$ cat src/sv/mrd_pkg.sv
// Shared types and constants for the multichannel median-of-3 range filter.
// No dependencies; every other file refers to it by scoped names.
package mrd_pkg;

    localparam int DIST_W       = 16;
    localparam int HIT_W        = 2;
    localparam int RING_LEN     = 3;
    localparam int CHANNELS_DEF = 4;

    localparam logic [DIST_W-1:0] FAULT_CODE = 16'd65535;
    localparam logic [DIST_W-1:0] HIST_RESET = 16'd8191;

    // configuration register reset values
    localparam logic [DIST_W-1:0] NEAR_LIMIT_RST     = 16'd40;
    localparam logic [DIST_W-1:0] HIT_FAR_LIMIT_RST  = 16'd250;
    localparam logic [DIST_W-1:0] MAP_FAR_LIMIT_RST  = 16'd3500;
    localparam logic [HIT_W-1:0]  HIT_SATURATION_RST = 2'd2;

    // configuration register indexes
    localparam int CFG_IDX_W = 2;
    localparam logic [CFG_IDX_W-1:0] REG_NEAR_LIMIT     = 2'd0;
    localparam logic [CFG_IDX_W-1:0] REG_HIT_FAR_LIMIT  = 2'd1;
    localparam logic [CFG_IDX_W-1:0] REG_MAP_FAR_LIMIT  = 2'd2;
    localparam logic [CFG_IDX_W-1:0] REG_HIT_SATURATION = 2'd3;

    typedef logic [RING_LEN-1:0][DIST_W-1:0] ring_t;

    typedef struct packed {
        logic [DIST_W-1:0] near_limit;
        logic [DIST_W-1:0] hit_far_limit;
        logic [DIST_W-1:0] map_far_limit;
        logic [HIT_W-1:0]  hit_saturation;
    } cfg_t;

    typedef struct packed {
        logic [1:0]        channel;
        logic [DIST_W-1:0] filtered_distance;
        logic [HIT_W-1:0]  hit_count;
        logic              map_update;
        logic              sensor_fault;
    } result_t;

endpackage

$ cat src/sv/multichannel_median3_range_debounce.sv
// Multichannel median-of-3 range filter with hit debounce and map flag.
//
// Input channel: sample and moving, qualified by in_valid; a beat is taken at a
// rising edge with in_valid high and in_stall low. Channels are served in
// fixed round-robin order from channel 0, one per accepted beat.
// Output channel: channel, filtered_distance, hit_count, map_update and
// sensor_fault, qualified by out_valid; the receiver holds a beat with
// out_stall. Exactly one result beat leaves for every input beat, in order.
// Path: an accepted beat is loaded into the input register, processed by
// mrd_filter and written to the output register once the output register is
// free or being emptied; out_stall can hold it in the input register.
// Throughput: one beat per cycle while out_stall is low, set by the per-step
// read-modify-write of the per-channel ring, write index and hit counter.
// A stalled output beat holds; the input register still takes one more beat,
// and in_stall rises only when both the input and output registers are full.
// Configuration: cfg_write, cfg_index and cfg_data write one limit register
// per cycle, to be used only while no beat is in flight.
// Reset (rst_n low, asynchronous) empties both registers, loads the register
// reset values, fills every ring with 8191 and returns to channel 0.
// Depends on mrd_pkg, mrd_cfg_regs and mrd_filter.
module multichannel_median3_range_debounce #(
    parameter int CHANNELS = mrd_pkg::CHANNELS_DEF
) (
    input  logic                                clk,
    input  logic                                rst_n,
    input  logic                                in_valid,
    output logic                                in_stall,
    input  logic [mrd_pkg::DIST_W-1:0]          sample,
    input  logic                                moving,
    output logic                                out_valid,
    input  logic                                out_stall,
    output logic [1:0]                          channel,
    output logic [mrd_pkg::DIST_W-1:0]          filtered_distance,
    output logic [mrd_pkg::HIT_W-1:0]           hit_count,
    output logic                                map_update,
    output logic                                sensor_fault,
    input  logic                                cfg_write,
    input  logic [mrd_pkg::CFG_IDX_W-1:0]       cfg_index,
    input  logic [mrd_pkg::DIST_W-1:0]          cfg_data
);

    mrd_pkg::cfg_t              cfg;
    mrd_pkg::result_t           result;
    mrd_pkg::result_t           out_reg;

    logic                       s1_valid_reg;
    logic                       s1_valid_next;
    logic [mrd_pkg::DIST_W-1:0] s1_sample_reg;
    logic                       s1_moving_reg;
    logic                       out_valid_reg;
    logic                       out_valid_next;
    logic                       advance;
    logic                       in_accept;
    logic                       step;

    // the pipeline moves whenever the output register is free or being emptied
    assign advance   = !out_valid_reg || !out_stall;
    assign in_stall  = s1_valid_reg && !advance;
    assign in_accept = in_valid && !in_stall;
    assign step      = s1_valid_reg && advance;

    always_comb
    begin
        s1_valid_next  = s1_valid_reg;
        out_valid_next = out_valid_reg;
        if (advance)
        begin
            s1_valid_next  = 1'b0;
            out_valid_next = s1_valid_reg;
        end
        if (in_accept)
            s1_valid_next = 1'b1;
    end

    always_ff @(posedge clk or negedge rst_n)
    begin
        if (!rst_n)
        begin
            s1_valid_reg  <= 1'b0;
            out_valid_reg <= 1'b0;
        end
        else
        begin
            s1_valid_reg  <= s1_valid_next;
            out_valid_reg <= out_valid_next;
        end
    end

    always_ff @(posedge clk)
    begin
        if (in_accept)
        begin
            s1_sample_reg <= sample;
            s1_moving_reg <= moving;
        end
        if (step)
            out_reg <= result;
    end

    mrd_cfg_regs u_cfg_regs (
        .clk       (clk),
        .rst_n     (rst_n),
        .cfg_write (cfg_write),
        .cfg_index (cfg_index),
        .cfg_data  (cfg_data),
        .cfg       (cfg)
    );

    mrd_filter #(
        .CHANNELS (CHANNELS)
    ) u_filter (
        .clk    (clk),
        .rst_n  (rst_n),
        .step   (step),
        .sample (s1_sample_reg),
        .moving (s1_moving_reg),
        .cfg    (cfg),
        .result (result)
    );

    assign out_valid         = out_valid_reg;
    assign channel           = out_reg.channel;
    assign filtered_distance = out_reg.filtered_distance;
    assign hit_count         = out_reg.hit_count;
    assign map_update        = out_reg.map_update;
    assign sensor_fault      = out_reg.sensor_fault;

endmodule

$ cat src/sv/mrd_cfg_regs.sv
// Configuration register file: near, hit and map limits and hit saturation.
// Depends on mrd_pkg for register indexes, reset values and cfg_t.
module mrd_cfg_regs (
    input  logic                                  clk,
    input  logic                                  rst_n,
    input  logic                                  cfg_write,
    input  logic [mrd_pkg::CFG_IDX_W-1:0]         cfg_index,
    input  logic [mrd_pkg::DIST_W-1:0]            cfg_data,
    output mrd_pkg::cfg_t                         cfg
);

    mrd_pkg::cfg_t cfg_reg;
    mrd_pkg::cfg_t cfg_next;

    always_comb
    begin
        cfg_next = cfg_reg;
        if (cfg_write)
        begin
            unique case (cfg_index)
                mrd_pkg::REG_NEAR_LIMIT:     cfg_next.near_limit     = cfg_data;
                mrd_pkg::REG_HIT_FAR_LIMIT:  cfg_next.hit_far_limit  = cfg_data;
                mrd_pkg::REG_MAP_FAR_LIMIT:  cfg_next.map_far_limit  = cfg_data;
                mrd_pkg::REG_HIT_SATURATION:
                    cfg_next.hit_saturation = cfg_data[mrd_pkg::HIT_W-1:0];
            endcase
        end
    end

    always_ff @(posedge clk or negedge rst_n)
    begin
        if (!rst_n)
        begin
            cfg_reg.near_limit     <= mrd_pkg::NEAR_LIMIT_RST;
            cfg_reg.hit_far_limit  <= mrd_pkg::HIT_FAR_LIMIT_RST;
            cfg_reg.map_far_limit  <= mrd_pkg::MAP_FAR_LIMIT_RST;
            cfg_reg.hit_saturation <= mrd_pkg::HIT_SATURATION_RST;
        end
        else
        begin
            cfg_reg <= cfg_next;
        end
    end

    assign cfg = cfg_reg;

endmodule

$ cat src/sv/mrd_filter.sv
// Per-channel state (sample rings, write indexes, hit counters, channel pointer)
// and the single-pass median, debounce and window logic. Depends on mrd_pkg.
module mrd_filter #(
    parameter int CHANNELS = mrd_pkg::CHANNELS_DEF
) (
    input  logic                        clk,
    input  logic                        rst_n,
    input  logic                        step,
    input  logic [mrd_pkg::DIST_W-1:0]  sample,
    input  logic                        moving,
    input  mrd_pkg::cfg_t               cfg,
    output mrd_pkg::result_t            result
);

    localparam int CH_W = (CHANNELS > 1) ? $clog2(CHANNELS) : 1;
    localparam logic [CH_W-1:0] LAST_CH = CH_W'(CHANNELS - 1);

    mrd_pkg::ring_t             hist_reg  [CHANNELS];
    logic [1:0]                 pos_reg   [CHANNELS];
    logic [mrd_pkg::HIT_W-1:0]  hit_reg   [CHANNELS];
    logic [CH_W-1:0]            ptr_reg;

    mrd_pkg::ring_t             row_next;
    logic [1:0]                 pos_next;
    logic [mrd_pkg::HIT_W-1:0]  hit_next;
    logic [CH_W-1:0]            ptr_next;

    mrd_pkg::ring_t             row;
    logic [1:0]                 pos;
    logic [1:0]                 prev;
    logic                       fault;
    logic [mrd_pkg::DIST_W-1:0] val;
    logic [mrd_pkg::DIST_W-1:0] a;
    logic [mrd_pkg::DIST_W-1:0] b;
    logic [mrd_pkg::DIST_W-1:0] c;
    logic [mrd_pkg::DIST_W-1:0] lo_ab;
    logic [mrd_pkg::DIST_W-1:0] hi_ab;
    logic [mrd_pkg::DIST_W-1:0] lo_hc;
    logic [mrd_pkg::DIST_W-1:0] med;
    logic                       above_near;
    logic                       in_hit;
    logic [CH_W+1:0]            ch_ext;

    always_comb
    begin
        row   = hist_reg[ptr_reg];
        // an out-of-range write index restarts the ring
        pos   = (pos_reg[ptr_reg] == 2'd3) ? 2'd0 : pos_reg[ptr_reg];
        prev  = (pos == 2'd0) ? 2'd2 : pos - 2'd1;
        fault = (sample == mrd_pkg::FAULT_CODE);
        // on a timeout, repeat the newest stored sample
        val   = fault ? row[prev] : sample;

        row_next      = row;
        row_next[pos] = val;
        pos_next      = (pos == 2'd2) ? 2'd0 : pos + 2'd1;

        a     = row_next[0];
        b     = row_next[1];
        c     = row_next[2];
        lo_ab = (a < b) ? a : b;
        hi_ab = (a > b) ? a : b;
        lo_hc = (hi_ab < c) ? hi_ab : c;
        med   = (lo_ab > lo_hc) ? lo_ab : lo_hc;

        above_near = (med > cfg.near_limit);
        in_hit     = above_near && (med <= cfg.hit_far_limit);

        priority if (!in_hit)
            hit_next = '0;
        else if (hit_reg[ptr_reg] < cfg.hit_saturation)
            hit_next = hit_reg[ptr_reg] + mrd_pkg::HIT_W'(1);
        else
            hit_next = hit_reg[ptr_reg];

        ptr_next = (ptr_reg == LAST_CH) ? '0 : ptr_reg + CH_W'(1);
        ch_ext   = {2'b00, ptr_reg};

        result.channel           = ch_ext[1:0];
        result.filtered_distance = med;
        result.hit_count         = hit_next;
        result.map_update        = moving && above_near && (med < cfg.map_far_limit);
        result.sensor_fault      = fault;
    end

    always_ff @(posedge clk or negedge rst_n)
    begin
        if (!rst_n)
        begin
            for (int i = 0; i < CHANNELS; i++)
            begin
                hist_reg[i] <= {mrd_pkg::RING_LEN{mrd_pkg::HIST_RESET}};
                pos_reg[i]  <= '0;
                hit_reg[i]  <= '0;
            end
            ptr_reg <= '0;
        end
        else if (step)
        begin
            hist_reg[ptr_reg] <= row_next;
            pos_reg[ptr_reg]  <= pos_next;
            hit_reg[ptr_reg]  <= hit_next;
            ptr_reg           <= ptr_next;
        end
    end

endmodule

$ cat config.mk
export PLATFORM = sky130hd
export DESIGN_NAME = multichannel_median3_range_debounce
export DESIGN_NICKNAME = d
export VERILOG_FILES = /design/src/sv/mrd_pkg.sv /design/src/sv/multichannel_median3_range_debounce.sv /design/src/sv/mrd_cfg_regs.sv /design/src/sv/mrd_filter.sv
export SDC_FILE = /design/constraint.sdc
export NUM_CORES = 1
export LEC_CHECK = 0
export BUFFER_PORTS_ARGS = -buffer_cell sky130_fd_sc_hd__buf_2
export CAP_MARGIN = 20
export CORE_MARGIN = 2
export CORE_UTILIZATION = 55
export DETAILED_ROUTE_END_ITERATION = 7
export PLACE_DENSITY_LB_ADDON = 0.1
export SLEW_MARGIN = 20
export SYNTH_ARGS = -nofsm -noshare
export SYNTH_HDL_FRONTEND = slang
export SYNTH_SLANG_ARGS = --single-unit
$ cat constraint.sdc
create_clock -name clk -period 13.7 [get_ports clk]
set_clock_uncertainty 0.1 [all_clocks]
set_input_delay 2.055 -clock clk [delete_from_list [all_inputs] [get_ports clk]]
set_output_delay 2.055 -clock clk [all_outputs]
set_load 0.05 [all_outputs]
## Word-level counts from Yosys, hierarchy flattened

Index checks and enable logic that the tools add are counted.

| word-level totals | value |
|---|---|
| bits in registers | 301 |
| input bits | 40 |

| operators by class | value |
|---|---|
| order comparisons | 13 |
| equal/unequal tests | 7 |
| add/sub/neg operators | 4 |
| reductions and logical operators | 20 |
| muxes and demuxes | 34 |
| bitwise logic cells | 1 |

Operators by type and width:

| kind | number |
|---|---|
| $bwmux 192 | 1 |
| $mux 48 | 3 |
| $mux 16 | 7 |
| $bmux 48 s2 | 1 |
| $demux 48 s2 | 1 |
| $bwmux 48 | 1 |
| $gt 16x16->1 | 3 |
| $lt 16x16->1 | 3 |
| $bmux 16 s2 | 1 |
| $demux 16 s2 | 1 |
| $mux 2 | 11 |
| $bwmux 8 | 2 |
| $eq 16x16->1 const B | 1 |
| $le 16x16->1 | 1 |
| $eq 2x2->1 const B | 5 |
| $bmux 2 s2 | 2 |
| $logic_and 1x1->1 | 8 |
| $reduce_and 2->1 | 4 |
| $add 2x1->2 const B | 3 |
| $lt 2x3->1 const B | 2 |
| $demux 2 s2 | 1 |
| $logic_not 1->1 | 4 |
| $logic_not 2->1 | 2 |
| $ge 3x3->1 const B | 1 |
| other kinds (9) | 10 |

## Longest topological paths before layout

Gate-level depths: netlist (run 1).

| logic depth | value |
|---|---|
| depth after elaboration | 22 |
| mapped depth | 70 |
| depth with buffers taken out | 57 |

## By module

A second synthesis (run 1) with hierarchy kept.

| second synthesis, totals | value |
|---|---|
| cell total of the unflattened synthesis | 1,637 |
| area total of the unflattened synthesis | 16,887.4 sq um |

By module, submodules not included:

| module | cells each | area an instance (sq um) | instances | sequential area each (sq um) |
|---|---|---|---|---|
| mrd_filter | 1,483 | 13,710.6 | 1 | 5,450.2 |
| mrd_cfg_regs | 107 | 1,913.1 | 1 | 1,271.2 |
| multichannel_median3_range_debounce | 47 | 1,263.7 | 1 | 1,221.2 |

## Worst setup path after synthesis (run 1)

OpenSTA, ideal clock, no wires.

| timing path | value |
|---|---|
| path type | register -> register |
| from | reg u_filter.ptr_reg[0] |
| to | reg out_reg, in the netlist hit_count[0], data pin |
| arrival time | 13.826 ns |
| data required time | 13.336 ns |
| path slack | -0.490 ns |
| cell stages (with the launch flop) | 67 |
| clock period less this slack | 14.190 ns |
| library setup time | 0.264 ns |
| path through | dfrtp_1 -> buf_2 -> buf_2 -> clkbuf_1 -> buf_1 -> buf_1 -> mux4_2 -> ha_1 -> clkbuf_1 -> inv_1 -> clkbuf_1 -> clkbuf_1 -> and2_1 -> a21oi_1 -> nor2_1 -> o21a_1 -> a21oi_1 -> inv_1 -> [... 31 more ...] -> o21a_1 -> o21ai_0 -> a21oi_1 -> o31ai_1 -> clkbuf_1 -> clkbuf_1 -> mux2i_1 -> ha_1 -> nand4_1 -> nor2_1 -> a211oi_1 -> nand2_1 -> a2111o_1 -> nand2_1 -> and4b_1 -> a211oi_1 -> buf_2 -> nor3_1 |

RTL lines:

| item | line | text |
|---|---|---|
| start, declared | mrd_filter.sv:21 | `logic [CH_W-1:0] ptr_reg;` |
| start signal, assigned | mrd_filter.sv:103 | `ptr_reg <= ptr_next;` |
| end signal, assigned | multichannel_median3_range_debounce.sv:97 | `out_reg <= result;` |
| end, declared | multichannel_median3_range_debounce.sv:44 | `mrd_pkg::result_t out_reg;` |

==> out/results.tsv, run 1 <==
metric	value	unit
status	finished clean	
Inserted Diodes	0	
die width	178	um
DR iter-0 viols	914	
Vias/cell	5.89	
fin. max-slew vios	0	
top-area cell type share of the netlist area	27.0	%
Total Neg Setup Slack	0	ps
Max clock buf depth	3	
Initial Utilization	56.1	%
synth warn	0	
Overflow after GRT	0	
Critical Path AT	13090	ps
r2r setup slk	910	ps
DR vias	12200	
Min-Delay Endpoint	u_filter.hist_reg[53]	
Final Setup Violations	0	
Area Growth Syn to Fin	11.7	%
HP Start	u_filter.hist_reg[53]	
CP max FO	16	
crit-path most repeated cell	o21a_1	
H-tree depth	2	
max_cap viols	0	
fin area	18700	sq um
Root Buffer	clkbuf_16	
largest net degree at the start of global routing	151	
first-pass GRT wire length	68.0	mm
element type at the critical path start	flop	
final wirelength	42.0	mm
Layout Cells excl Fill	2077	
share of layout cells above drive strength 1	27.0	%
Placed Instance Area	17500	sq um
clk sink count	301	
DRC Markers	0	
vias in the first global route	12300	
per-cell routed wire length	20.2	um
Slew @ Worst Pin	1080	ps
WHS Path Cells	2	
post-route antenna net violation count	0	
Final Hold Viols	0	
crit-path max cell delay	710	ps
worst path required time	14000	ps
HP Class	flop to flop	
EDFF count, synth	39	
Worst slew margin	28.3	%
RR Startpoint	u_filter.ptr_reg[0]	
Seq/Total Area, Yosys	47.5	%
die height	178	um
CP max-delay cell	nor2_1	
Clock transition at path regs	60	ps
WP buf/inv	3	
Mapped Area	16700	sq um
final estimated routing congestion in global placement	0.893	
most common flop cell mapped by yosys	dfstp_2	
crit-path leading delay family	compound AO/OA/AOI/OAI gates	
Filler Cells Inserted	2469	
reg2reg end	u_filter.hit_reg[2]	
Synth area leaders	dfstp_2, dfrtp_1, edfxtp_1	
DPL Wire Length	28.8	mm
Mapped Nets	1749	
die area	31800	sq um
antenna violations before repair	1	
commonest non-fill, non-tap cell in the layout	nand2_1	
Placed Cells incl. Taps	2010	
Inserted Clock Buffers	35	
drt pass-1 iters	5	
number of synthesized register bits	301	
I/O Pins	64	
unrepaired setup endpoints after global routing	no	
Period minus WS final	12790	ps
cells on worst reg2reg path	54	
Cells after Synth	1616	
Peak Freq	78.2	MHz
most frequent cells in the layout	nand2_1, o21ai_0, dfstp_2	
dominant cell type by area after synthesis	dfstp_2	
Async SR Flop Fraction	87.0	%
WS Path Type	flop to flop	
TritonCTS clock tree	yes	
Core Area	29800	sq um
CP Capture Type	flop	
max reg flops	192	
row cnt	63	
Synth cell types	75	
CTS Hold Bufs	0	
fin nets	1794	
gr usage total	27.6	%
Avg Inst Size Synth	10.3	sq um
I/O Buffers	63	
clk_lat worst skew	510	ps
period utilization	93.4	%
-- worst max-delay path by stage --
stage                   startpoint                  end  cells past startpoint
2_1_floorplan  u_filter.ptr_reg[0]         hit_count[0]                     66
3_3_place_gp   u_filter.ptr_reg[0]         hit_count[0]                     51
3_5_place_dp   u_filter.ptr_reg[0]         hit_count[1]                     52
4_1_cts        u_filter.ptr_reg[0]         hit_count[1]                     52
5_1_grt        u_filter.ptr_reg[0]  u_filter.hit_reg[2]                     54
6_report       u_filter.ptr_reg[0]  u_filter.hit_reg[2]                     54
-- cells by family (layout without fill, tap and decap cells) --
| kind of cell | count (synthesis) | count (layout) | share of synthesized area, % |
|---|---|---|---|
| buf+inv | 187 | 257 | 4.33 |
| simple gates | 445 | 445 | 11.7 |
| xor+xnor | 4 | 4 | 0.209 |
| compound gates | 404 | 405 | 14.8 |
| flops | 301 | 301 | 47.5 |
| mux | 181 | 181 | 14.4 |
| fa+ha+maj | 94 | 94 | 7.02 |
-- stage by stage --
| step | util, % | setup slack, ps | hold slack [ps] |
|---|---|---|---|
| 2_1_floorplan | - | 92.0 | 343 |
| 3_3_place_gp | 58.7 | 858 | 356 |
| 3_5_place_dp | 58.7 | 616 | 357 |
| 4_1_cts | 62.3 | 577 | 380 |
| 5_1_grt | 62.7 | 41.1 | 397 |
| 6_report | 62.7 | 908 | 377 |
-- cell type report --
type                    instances  area (sq um)  share of cell area (%)
flip-flops and latches        301          7950                    42.6
clock inverters                14           100                   0.536
multi-input cells            1129          8150                    43.6
clock buffers                  49           991                    5.31
well taps                     390           488                    2.61
inverters                      99           373                    2.00
repair buffers                 95           631                    3.38
-- Yosys cell counts, types with 3 or more instances --
master     instances
or3_1              3
inv_1             97
nand2_1          290
o41ai_2            8
ha_1              93
a311oi_2           3
nand3b_1           3
mux2i_1           69
mux2_2            60
buf_2             11
o2111ai_1          4
and3_1             3
nor2_1            50
dfrtp_1           90
clkbuf_1          67
o21a_1            18
nor3_1             7
dfstp_2          172
a31oi_1            9
nor2b_1           18
edfxtp_1          39
mux4_2            41
xnor2_1            4
o211ai_1          11
o22ai_1            5
mux2_1            11
buf_1              9
a211oi_1          11
and2_1            19
nand2b_1           8
and4_1             4
nand4_1           20
a21oi_1           53
o21ai_0          234
nand3_1            6
nor3b_1            3
a21o_1            18
-- layer usage --
layer	routed length, um	up-vias	GRT usage [%]	share of wire (%)
li1	-	5813	-	-
met1	18900	6035	38.4	45
met2	20000	297	44.9	48
met3	2040	82	4.16	4.9
met4	1030	2	8.06	2.5
met5	13	-	0	0.031
-- worst min-delay path, stage by stage (launching register included) --
cell and delay, ps:
dfstp_2 360, nand2_1 40, o21ai_0 60
-- what timing repair did --
item / in CTS / in global routing
resized for setup: 0 / 3
setup endpoints to repair: 0 / 11
hold endpoints to repair: 0 / 0
buffers inserted: 0 / 1
Power of run 1 is not shown: default switching activity piles up to over one toggle a cycle in this logic, so the estimate is an artifact.
==> inputs of run 2 (changes only) <==
- GPL_TIMING_DRIVEN: default -> 0
- RECOVER_POWER: default -> 50
==> out/results.tsv, run 2 (same netlist as run 1, synthesis figures left out) <==
metric	value	unit
status	finished, violations left	
failing checks	capacitance limit, slew limit	
Final Setup Violations	0	
I/O Pins	64	
Min Hold Slack	376	ps
die area	31800	sq um
Max clock buf depth	3	
period utilization	96.1	%
HP Start	u_filter.hist_reg[150]	
crit-path most repeated cell	o21a_1	
Root Buffer	clkbuf_16	
DRC Markers	0	
die height	178	um
r2r setup slk	530	ps
Period minus WS final	13170	ps
worst path required time	13860	ps
crit-path max cell delay	580	ps
max reg flops	192	
CP max-delay cell	mux4_2	
vias in the first global route	13500	
CTS Hold Bufs	0	
element type at the critical path start	flop	
antenna violations before repair	2	
reg2reg end	hit_count[0]	
WS Path Type	flop to flop	
Critical Path AT	13330	ps
Min-Delay Endpoint	u_filter.hist_reg[150]	
WHS Path Cells	2	
fin nets	1867	
Total Neg Setup Slack	0	ps
Clock transition at path regs	60	ps
Layout Cells excl Fill	2152	
I/O Buffers	63	
unrepaired setup endpoints after global routing	no	
Worst slew margin	-244	%
final wirelength	52.4	mm
Inserted Clock Buffers	35	
Slew @ Worst Pin	5160	ps
fin area	19300	sq um
CP max FO	15	
Filler Cells Inserted	2395	
die width	178	um
met1 Track Usage GR	44.5	%
Overflow after GRT	0	
Placed Cells incl. Taps	2072	
H-tree depth	2	
cells on worst reg2reg path	63	
CP Capture Type	flop	
max_cap viols	4	
Initial Utilization	56.1	%
fin. max-slew vios	277	
GR Layer Usage met3	6.59	%
HP Class	flop to flop	
TritonCTS clock tree	yes	
clk_lat worst skew	530	ps
DR iter-0 viols	1256	
final estimated routing congestion in global placement	0.999	
gr usage total	33.8	%
RR Startpoint	u_filter.ptr_reg[0]	
Core Area	29800	sq um
most frequent cells in the layout	nand2_1, o21ai_0, dfstp_2	
first-pass GRT wire length	80.0	mm
DR vias	13600	
Placed Instance Area	17600	sq um
commonest non-fill, non-tap cell in the layout	nand2_1	
clk sink count	301	
per-cell routed wire length	24.3	um
row cnt	63	
global routing met2 resource utilization	53.3	%
share of layout cells above drive strength 1	27.9	%
DPL Wire Length	37.1	mm
drt pass-1 iters	5	
Vias/cell	6.31	
Final Hold Viols	0	
Peak Freq	75.9	MHz
Area Growth Syn to Fin	15.3	%
largest net degree at the start of global routing	100	
post-route antenna net violation count	0	
busiest metal layer after global routing	met2	
[run 2: cell types whose count changed in the layout (fill, tap and decap cells not counted), moves of 5 or more]
cell | before | now
a21oi_1 | 53 | 46
clkbuf_1 | 10 | 69
mux2i_4 | 0 | 9
a21oi_4 | 0 | 5
mux2i_1 | 68 | 55
[run 2: critical path: cells and delay by family, from the launching register on]
family | cells | cell delay [ps]
AOI/OAI and AO/OA | 26 | 5590
buffers and inverters | 13 | 2640
and+or+nand+nor | 17 | 2160
adders and majority gates | 5 | 1290
muxes | 2 | 680
DFF | 1 | 420
[run 2: metrics by stage]
step	setup WS, ps	utilization, %
6_report	529	64.7
5_1_grt	6.78	64.7
4_1_cts	2.16	64.7
3_5_place_dp	-4770	59.2
3_3_place_gp	-4660	58.8
2_1_floorplan	92.0	-
[run 2: routing by layer]
layer	wire length [um]	vias up
li1	-	5990
met1	21200	6764
met2	24000	645
met3	4000	188
met4	3120	2
met5	18	-
[run 2: worst max path at each step]
stage                        start             endpoint  slack [ps]  cells past startpoint
2_1_floorplan  u_filter.ptr_reg[0]         hit_count[0]          90                     66
3_3_place_gp   u_filter.ptr_reg[1]           map_update       -4660                     64
3_5_place_dp   u_filter.ptr_reg[1]           map_update       -4770                     66
4_1_cts        u_filter.ptr_reg[0]  u_filter.hit_reg[5]           2                     64
5_1_grt        u_filter.ptr_reg[0]  u_filter.hit_reg[1]           7                     64
6_report       u_filter.ptr_reg[0]         hit_count[0]         530                     63
[run 2: repair_timing]
| action | in CTS | in global routing |
|---|---|---|
| pin swaps | 6 | 3 |
| setup buffers | 12 | 10 |
| endpoints found under the setup margin | 27 | 11 |
| cloned | 0 | 1 |
| gates resized for setup | 96 | 14 |
[run 2: layout make-up]
type,count,area [sq um],area share (%)
Antenna cell,2,5.00,0.0260
Buffer,80,432,2.24
Clock buffer,43,947,4.91
Clock inverter,20,245,1.27
Inverter,99,377,1.95
Multi-Input combinational cell,1128,8340,43.2
Sequential cell,301,7950,41.2
Tap cell,390,488,2.53
Timing Repair Buffer,89,508,2.63
Power of run 2 is left out for the same reason.
==> inputs of run 3 (changes only) <==
- CORE_UTILIZATION: 55 -> 25
- clock period: 13.7 -> 16.4 ns (I/O delays scaled with it)
==> out/results.tsv, run 3 (same netlist as run 1, synthesis figures left out) <==
metric	value	unit
fin nets	1852	
Initial Utilization	25.3	%
area used by multi-input combinational logic	8190	sq um
crit-path max cell delay	700	ps
Slew @ Worst Pin	4880	ps
Root Buffer	clkbuf_16	
Core Area	66000	sq um
Max clock buf depth	3	
Overflow after GRT	0	
Placed Instance Area	18300	sq um
share of layout cells above drive strength 1	26.4	%
I/O Buffers	63	
TritonCTS clock tree	yes	
gr usage total	18.3	%
I/O Pins	64	
commonest non-fill, non-tap cell in the layout	nand2_1	
element type at the critical path start	flop	
Area Growth Syn to Fin	17.3	%
final estimated routing congestion in global placement	0.851	
largest net degree at the start of global routing	86	
Inserted Clock Buffers	40	
Peak Freq	63.7	MHz
max reg flops	192	
first-pass GRT wire length	93.1	mm
DR vias	12900	
per-cell routed wire length	24.2	um
Total Neg Setup Slack	0	ps
Final Setup Violations	0	
fin worst setup slack	696	ps
Filler Cells Inserted	6882	
Period minus WS final	15700	ps
fin. max-slew vios	281	
CP max-delay cell	mux2i_1	
post-layout util	29.7	%
DR iter-0 viols	795	
sequential cell area	7950	sq um
WS Path Type	flop to flop	
fin area	19600	sq um
period utilization	95.8	%
drt pass-1 iters	5	
Critical Path AT	15900	ps
die width	263	um
failing checks	capacitance limit, slew limit	
Post-CTS Setup Bufs	0	
antenna violations before repair	3	
pre-CTS setup slack	-3490	ps
most frequent cells in the layout	nand2_1, o21ai_0, dfstp_2	
max_cap viols	5	
Clock transition at path regs	60	ps
die area	69000	sq um
vias in the first global route	13300	
die height	263	um
post-route antenna net violation count	0	
DPL Wire Length	46.2	mm
CP Capture Type	flop	
row cnt	94	
DRC Markers	0	
clk_lat worst skew	570	ps
HP Class	flop to flop	
Vias/cell	4.92	
unrepaired setup endpoints after global routing	no	
worst path required time	16600	ps
status	finished, violations left	
H-tree depth	2	
crit-path most repeated cell	o21a_1	
final wirelength	63.2	mm
Worst slew margin	-226	%
Inserted Diodes	0	
CP max FO	19	
Final Hold Viols	0	
clk sink count	301	
## run 3: cell types whose count changed in the layout (fill, tap and decap cells not counted), moves of 4 or more
cell / before / now
clkbuf_16: 37 / 41
mux2i_2: 5 / 9
clkinv_1: 3 / 8
buf_4: 24 / 5
mux2i_4: 9 / 2
## run 3: worst max-delay path: cells and delay by family, from the launching register on
kind,cells,cell delay [ps]
and+or+nand+nor,15,2140
buffers and inverters,13,4200
AOI/OAI and AO/OA,22,5050
adders and majority gates,5,1590
muxes,4,1710
DFF,1,580
## run 3: path summary, 6_finish.rpt
| check | startpoint | to | slack, ps | depth (start not counted) |
|---|---|---|---|---|
| setup / recovery | u_filter.ptr_reg[1] | hit_count[0] | 700 | 59 |
| hold / removal | u_filter.hist_reg[118] | u_filter.hist_reg[118] | 380 | 2 |
| setup reg to reg | u_filter.ptr_reg[1] | hit_count[0] | 700 | 59 |
| hold reg to reg | u_filter.hist_reg[118] | u_filter.hist_reg[118] | 380 | 2 |
| max in group asynchronous | rst_n | u_filter.ptr_reg[1] | 5290 | 3 |
| min in group asynchronous | rst_n | u_filter.hist_reg[62] | 2000 | 1 |
## run 3: area by class of cell
class,instances,area share [%]
multi-input combinational,1128,41.8
sequential,301,40.5
clock buffer,49,5.54
tap,864,5.51
buffer,82,1.91
inverter,99,1.90
timing repair buffer,67,1.65
clock inverter,25,1.19
## run 3: stage by stage
stage / cells / hold WS, ps
after detailed placement: 2547 / 362
after CTS: 2618 / 378
final: 2615 / 376
after global routing: 2615 / 392
after floorplan: 1616 / 343
after global placement: 2543 / 358
## run 3: layer usage
metal	wire length, um	global-route usage, %	share of wire (%)
met5	0	0	0
met2	30000	30.2	48
met1	29200	24.9	46
met3	2250	2.50	3.6
met4	1720	5.51	2.7
## run 3: repair_timing
action	CTS	global route
hold endpoints to repair	0	0
resized for setup	40	21
hold buffers	0	0
setup endpoints to repair	26	11
Power of run 3 is left out for the same reason.
